$ cat config.mk
export PLATFORM = sky130hd
export DESIGN_NAME = mbws_window_score
export DESIGN_NICKNAME = d
export VERILOG_FILES = /design/src/rtl/core/mbws_pkg.sv /design/src/rtl/core/mbws_window_score.sv
export SDC_FILE = /design/constraint.sdc
export NUM_CORES = 1
export LEC_CHECK = 0
export BUFFER_PORTS_ARGS = -buffer_cell sky130_fd_sc_hd__buf_2
export CAP_MARGIN = 20
export CORE_UTILIZATION = 55
export DETAILED_ROUTE_END_ITERATION = 16
export MAX_ROUTING_LAYER = met4
export PLACE_DENSITY = 0.77
export SLEW_MARGIN = 25
export SYNTH_ARGS = -nofsm -noshare
export SYNTH_HDL_FRONTEND = slang
export SYNTH_SLANG_ARGS = --single-unit
$ cat constraint.sdc
create_clock -name vclk -period 18.8
set_input_delay 3.76 -clock vclk [all_inputs]
set_output_delay 3.76 -clock vclk [all_outputs]
set_load 0.1 [all_outputs]
$ cat src/rtl/core/mbws_pkg.sv
// Package for the motif best-window scorer: beat payload types, register
// indexes and the per-position IUPAC scoring function.
// No dependencies.
package mbws_pkg;

    // Window storage depth and lane count; the 32-bit window field holds 16 bases.
    localparam int WIN_DEPTH = 16;

    // Configuration register indexes.
    localparam logic [1:0] REG_MOTIF_CODES  = 2'd0;
    localparam logic [1:0] REG_MOTIF_LENGTH = 2'd1;

    localparam logic [4:0] MOTIF_LENGTH_RESET = 5'd8;

    // First degenerate code; codes below it are the plain bases A, T, G, C.
    localparam logic [3:0] CODE_M = 4'd4;

    // Scores in tenths of a point.
    localparam logic [3:0] SCORE_MATCH      = 4'd10;
    localparam logic [3:0] SCORE_TRANSITION = 4'd5;
    localparam logic [3:0] SCORE_OTHER      = 4'd2;
    localparam logic [3:0] SCORE_NONE       = 4'd0;

    // Bit b is set if base b belongs to the code's set (plain codes handled apart).
    localparam logic [3:0] CODE_SET [16] = '{
        4'd1, 4'd2, 4'd4, 4'd8, 4'd9, 4'd5, 4'd3, 4'd12,
        4'd10, 4'd6, 4'd13, 4'd11, 4'd7, 4'd14, 4'd15, 4'd0
    };
    localparam logic [3:0] CODE_PTS [16] = '{
        4'd0, 4'd0, 4'd0, 4'd0, 4'd2, 4'd5, 4'd2, 4'd2,
        4'd5, 4'd2, 4'd1, 4'd1, 4'd1, 4'd1, 4'd0, 4'd0
    };

    typedef logic [1:0] base_code_t;
    typedef logic [WIN_DEPTH-1:0][1:0] window_t;

    typedef struct packed {
        logic [1:0] base;
        logic       last_base;
    } base_beat_t;

    typedef struct packed {
        logic        found;
        logic [7:0]  best_score;
        logic [15:0] best_start;
        logic [31:0] best_window;
        logic        exact_match;
    } result_beat_t;

    function automatic logic [3:0] pos_score(logic [3:0] code, base_code_t b);
        logic [3:0] set_bits;
        set_bits = CODE_SET[code];
        if (code < CODE_M) begin
            if (code[1:0] == b) begin
                return SCORE_MATCH;
            end
            else if ((code[1:0] ^ b) == 2'b10) begin
                return SCORE_TRANSITION;
            end
            else begin
                return SCORE_OTHER;
            end
        end
        else if (set_bits[b]) begin
            return CODE_PTS[code];
        end
        else begin
            return SCORE_NONE;
        end
    endfunction

endpackage

$ cat src/rtl/core/mbws_window_score.sv
// Scores the stored window against the motif: sixteen parallel lanes, each a
// table lookup, summed by a balanced adder tree. Depends on mbws_pkg.
module mbws_window_score
    import mbws_pkg::*;
(
    input  window_t     window,
    input  logic [63:0] motif_codes,
    input  logic [4:0]  eff_len,
    output logic [7:0]  sum,
    output logic [31:0] packed_bases
);

    logic [3:0] lane_score [WIN_DEPTH];
    logic [4:0] lvl1 [8];
    logic [5:0] lvl2 [4];
    logic [6:0] lvl3 [2];

    // Lane p compares motif position p with the base that entered len-1-p beats ago.
    always_comb
    begin
        logic [3:0] idx;
        for (int p = 0; p < WIN_DEPTH; p++)
        begin
            idx = 4'(eff_len - 5'd1 - 5'(p));
            if (5'(p) < eff_len)
            begin
                lane_score[p] = pos_score(motif_codes[4*p +: 4], window[idx]);
                packed_bases[2*p +: 2] = window[idx];
            end
            else
            begin
                lane_score[p] = SCORE_NONE;
                packed_bases[2*p +: 2] = 2'b00;
            end
        end
    end

    always_comb
    begin
        for (int i = 0; i < 8; i++)
        begin
            lvl1[i] = 5'(lane_score[2*i]) + 5'(lane_score[2*i+1]);
        end
        for (int i = 0; i < 4; i++)
        begin
            lvl2[i] = 6'(lvl1[2*i]) + 6'(lvl1[2*i+1]);
        end
        for (int i = 0; i < 2; i++)
        begin
            lvl3[i] = 7'(lvl2[2*i]) + 7'(lvl2[2*i+1]);
        end
        sum = 8'(lvl3[0]) + 8'(lvl3[1]);
    end

endmodule

Word level (Yosys, flattened, before mapping):

Memories as Yosys holds them, arrays and structs flattened.
Index checks and enable logic that the tools add are counted.
W data, S select, Z words.

* output and inout port bits: 40
* word-level logic and storage cells: 431
* bits of input ports: 101
* memory bits (read-only): 2048
* memories kept: 32
* flip-flop bits (word level): 0

* add/subtract/negate cells: 31
* $lt $le $gt $ge: 80
* multiplexer cells: 224
* eq/ne operators: 32
* bitwise operators: 32

Memory list
* (no name shown): depth 16, width 4, rd ports 1, clocked after Yosys merged registers in 0, write ports 0, RTL line mbws_pkg.sv:65 `return CODE_PTS[code];`
* (no name shown): depth 16, width 4, rd ports 1, clocked after Yosys merged registers in 0, write ports 0, RTL line mbws_pkg.sv:52 `set_bits = CODE_SET[code];`
* (no name shown): depth 16, width 4, rd ports 1, clocked after Yosys merged registers in 0, write ports 0, RTL line mbws_pkg.sv:65
* (no name shown): depth 16, width 4, rd ports 1, clocked after Yosys merged registers in 0, write ports 0, RTL line mbws_pkg.sv:52
* (no name shown): depth 16, width 4, rd ports 1, clocked after Yosys merged registers in 0, write ports 0, RTL line mbws_pkg.sv:65
* (no name shown): depth 16, width 4, rd ports 1, clocked after Yosys merged registers in 0, write ports 0, RTL line mbws_pkg.sv:52
* 26 more memories

Operator list (count)
* $mux W4: 128
* $bmux W2 S4: 16
* $ge A5 B5 Y1 const B: 16
* $lt A4 B5 Y1 const B: 16
* $not A4 Y5: 16
* $lt A4 B3 Y1 const B: 16
* $mux W2: 32
* $lt A2 B3 Y1 const B: 16
* $mux W3: 16
* $add A4 B4 Y5: 8
* $lt A4 B5 Y1 const A: 8
* $bmux W1 S2: 16
* $eq A2 B2 Y1: 16
* $eq A2 B2 Y1 const B: 16
* $sub A4 B4 Y4 const B: 8
* $xor A2 B2 Y2: 16
* $add A5 B5 Y6: 4
* $lt A3 B5 Y1 const A: 4
* $mux W1: 16
* $sub A4 B3 Y4 const B: 4
* $add A6 B6 Y7: 2
* $lt A1 B5 Y1 const A: 2
* $lt A2 B5 Y1 const A: 2
* $add A7 B7 Y8: 1
* 2 further kinds: 4

Longest topological paths before layout:

* depth after elaboration: 14
* depth in mapped cells: 33
* gate-level depth less buffers: 28

Worst setup path before layout:

OpenSTA, ideal clock, no wires.

* path type: input -> output
* start: input port eff_len[0]
* end: output port sum[7]
* path buffers: 4
* data arrival time: 12.321 ns
* cell stages on the path: 29
* required time: 15.040 ns
* slack: 2.719 ns
* path through: buf_2 > clkinv_1 > buf_2 > ha_1 > buf_2 > buf_4 > inv_1 > xnor2_1 > mux2_2 > mux2i_1 > mux2i_1 > mux2_2 > nor3b_1 > o41ai_1 > fa_1 > fa_1 > fa_1 > fa_1 > inv_1 > fa_1 > inv_1 > fa_1 > inv_1 > ha_1 > a21o_1 > a21oi_1 > o21bai_1 > a21oi_1 > xnor2_1

* word-level cells in the longest chain between the ends: 14
* elaborated cells between the ends (all ways): 239
* classes of those cells: add/sub: 31; order compare: 16; eq/ne: 32; mux: 144; bitwise: 16

Ends and longest elaborated chain
* from (decl): RTL line mbws_window_score.sv:8 `input logic [4:0] eff_len,`
* $sub A4 B1 Y4: RTL line mbws_window_score.sv:24 `idx = 4'(eff_len - 5'd1 - 5'(p));`
* $sub A4 B1 Y4, or another cell as far along: RTL line mbws_window_score.sv:24
* $bmux W2 S4: RTL line mbws_window_score.sv:27 `lane_score[p] = pos_score(motif_codes[4*p +: 4], window[idx]);`
* $mux W2 (not written as such): RTL line mbws_window_score.sv:27
* $xor A2 B2 Y2: RTL line mbws_pkg.sv:57 `else if ((code[1:0] ^ b) == 2'b10) begin`
* $eq A2 B2 Y1: RTL line mbws_pkg.sv:57
* $mux W3: RTL line mbws_pkg.sv:57
* $mux W4: RTL line mbws_pkg.sv:54 `if (code[1:0] == b) begin`
* $mux W4: RTL line mbws_pkg.sv:53 `if (code < CODE_M) begin`
* $mux W4: RTL line mbws_window_score.sv:25 `if (5'(p) < eff_len)`
* $add A4 B4 Y5: RTL line mbws_window_score.sv:42 `lvl1[i] = 5'(lane_score[2*i]) + 5'(lane_score[2*i+1]);`
* $add A5 B5 Y6: RTL line mbws_window_score.sv:46 `lvl2[i] = 6'(lvl1[2*i]) + 6'(lvl1[2*i+1]);`
* $add A6 B6 Y7: RTL line mbws_window_score.sv:50 `lvl3[i] = 7'(lvl2[2*i]) + 7'(lvl2[2*i+1]);`
* $add A7 B7 Y8 (*): RTL line mbws_window_score.sv:52 `sum = 8'(lvl3[0]) + 8'(lvl3[1]);`
* to (decl): RTL line mbws_window_score.sv:9 `output logic [7:0] sum,`

Every way passes the cells marked *; elsewhere a longest branch is shown, timed or not. The select of a mux whose other input is x is not followed.

Worst setup path after layout:

* start: input port eff_len[0]
* end: output port sum[6]

Same word-level chain as after synthesis.

==> summary.md <==
| Metric | Value |
|---|---|
| Most instantiated cells after synthesis | ha_1, inv_1, o21ai_0, nand2_1, a21oi_1 |
| TritonRoute pass-1 iters | 5 |
| Die span in y | 132.5 um |
| Post-DR vias/cell | between 5 and 6 |
| Final setup TNS | 0 ps |
| Core ar. | 16580 um2 |
| RSZ-0062 raised after global routing | no |
| # fillers | about 1500 |
| Min-delay src | eff_len[4] |
| Post-Synthesis Cell Area | 9369 um2 |
| Number of post-CTS setup repair buffers | 0 |
| WL/cell | between 15 and 20 um |
| Status | completed |
| Actual slew at the worst max-slew pin | 1012 ps |
| Top-area cell type share of the netlist area | 0.1749 |
| Max Cap Viol | 0 |
| IO Port Bufs | ~140 |
| Slew headroom | 0.3255 |
| Area grow syn2layout | 7.919% |
| Share of layout cells above drive strength 1 | 0.1813 |
| Sequential Area | 0 um2 |
| GR Util All Layers | 0.2791 |
| Minimum clock period after layout | 16670 ps |
| CP most frequent cell | fa_1 |
| Hold violation count in the final report | 0 |
| Die ar. | 17560 um2 |
| Crit path required time | 15040 ps |
| Starting Density | 0.5650 |
| PostCTS Resize Cnt | 0 |
| Finished Cell Area | 10110 um2 |
| Global placement routability congestion | roughly 0.93 |
| Sequential-to-total area share from yosys stat | 0 |
| Hpwl dp | between 20000 and 25000 um |
| Synth warn | 0 |
| Arrival time worst endpoint | ~13000 ps |
| Critical path capture point type | output pin |
| Cell taking the most area after synthesis | ha_1 |
| Crit Path Category | input pin to output pin |
| Hold Path Class | input pin to output pin |
| Non-filler instance count after layout | 1502 |
| F_max | 59.99 MHz |
| Syn Inst Count | between 1000 and 1500 |
| Critical Path Source | eff_len[0] |
| Most frequent cell after synthesis | ha_1 |
| Remaining Overflow, GRT | 0 |
| I/O pin count | around 140 |
| # hold bufs at CTS | 0 |
| Global-route wire length before repair | a little under 40000 um |
| Final antenna-violating net count | 0 |
| FP Rows | 47 |
| Crit path max fanout | 42 |
| Period Utilization, post-route | 0.8866 |
| Largest net degree at the start of global routing | 43 |
| Final Hold Slack | 8194 ps |
| Crit start category | input pin |
| Final routed DRC violation total | 0 |
| Final net count | 1566 |
| Synth top area cells | ha_1, fa_1, mux2i_1 |
| Clock buffers | 0 |
| Seq_cells | 0 |
| Vias in the first global route | 8175 |
| CP max-delay cell | ha_2 |
| Final Slew Violations | 0 |
| Die Width | 132.5 um |
| Post-DP Area | 10110 um2 |
| Via count | 8740 |
| Placed Cells | 1500 |
| Final WL | approximately 24000 um |
| Setup violations, final | 0 |
| CP peak stage delay | 1040 ps |
| Synth unique cells | 69 |
| Initial DRC Count | between 700 and 800 |
| Average size of a mapped cell | 7.840 um2 |
| Initial antenna violation count | 2 |
| Net Count, Synth | 1479 |
==> logic make-up (layout without fill, tap and decap cells) <==
group           count (synthesis)  count (layout)  share of synthesized area
mux                           156             156                     0.2221
xor+xnor                       57              57                    0.05489
simple gates                  317             317                     0.1687
other cells                     0               2                          0
buf+inv                       188             273                    0.07959
fa+ha+maj                     183             183                     0.2861
compound gates                294             294                     0.1887
==> metal layers <==
metal	wire, um	up-vias	track usage
met5	0	-	-
met4	754	0	0.07535
met3	1611	51	0.03372
met2	10860	292	0.4439
met1	10620	4083	0.3736
li1	-	4314	-
==> worst max-delay path: cells and delay by family <==
kind / cells / cell delay, ps
AO/OA/AOI/OAI: 3 / 650
XOR/XNOR: 2 / 790
adder cells (fa/ha/maj): 9 / 4800
buffers and inverters: 7 / 1420
multiplexers: 4 / 1330
AND/OR/NAND/NOR: 1 / 140
==> path summary, 6_finish.rpt <==
check / slack, ps / cells past startpoint / end
worst min-delay path: 8190 / 3 / packed_bases[31]
worst max-delay path: 2130 / 26 / sum[6]
==> metrics by stage <==
| stage | setup slack [ps] | utilization |
|---|---|---|
| 2_1_floorplan | 2719 | - |
| 3_3_place_gp | 2446 | 0.6094 |
| 3_5_place_dp | 2217 | 0.6094 |
| 4_1_cts | 2210 | 0.6094 |
| 5_1_grt | 1642 | 0.6097 |
| 6_report | 2132 | 0.6097 |
==> cells in the final DEF (no fill, tap or decap), types with 9 or more instances in the layout <==
cell and count:
o21ai_0 105, ha_1 130, o211ai_1 19, inv_1 130, mux2_2 34, fa_1 52, nor2b_1 39, xnor2_1 48
a31oi_1 9, buf_2 141, nor3_1 11, mux2i_1 83, and2_1 10, a21oi_1 88, a211oi_1 16, nor2_1 81
nand2b_1 31, nand2_1 92, mux4_2 35
==> area by class of cell <==
| class | count | area (um2) | share of cell area |
|---|---|---|---|
| antenna | 2 | 5.005 | 0.0004950 |
| inverter | 131 | 491.7 | 0.04863 |
| multi-input combinational | 1007 | 8626 | 0.8531 |
| tap | 220 | 275.3 | 0.02722 |
| timing repair buffer | 142 | 713.2 | 0.07054 |
Power is left out: the tool's default activity adds up to more than one toggle a clock period on the data nets, which glitch-free logic cannot reach.
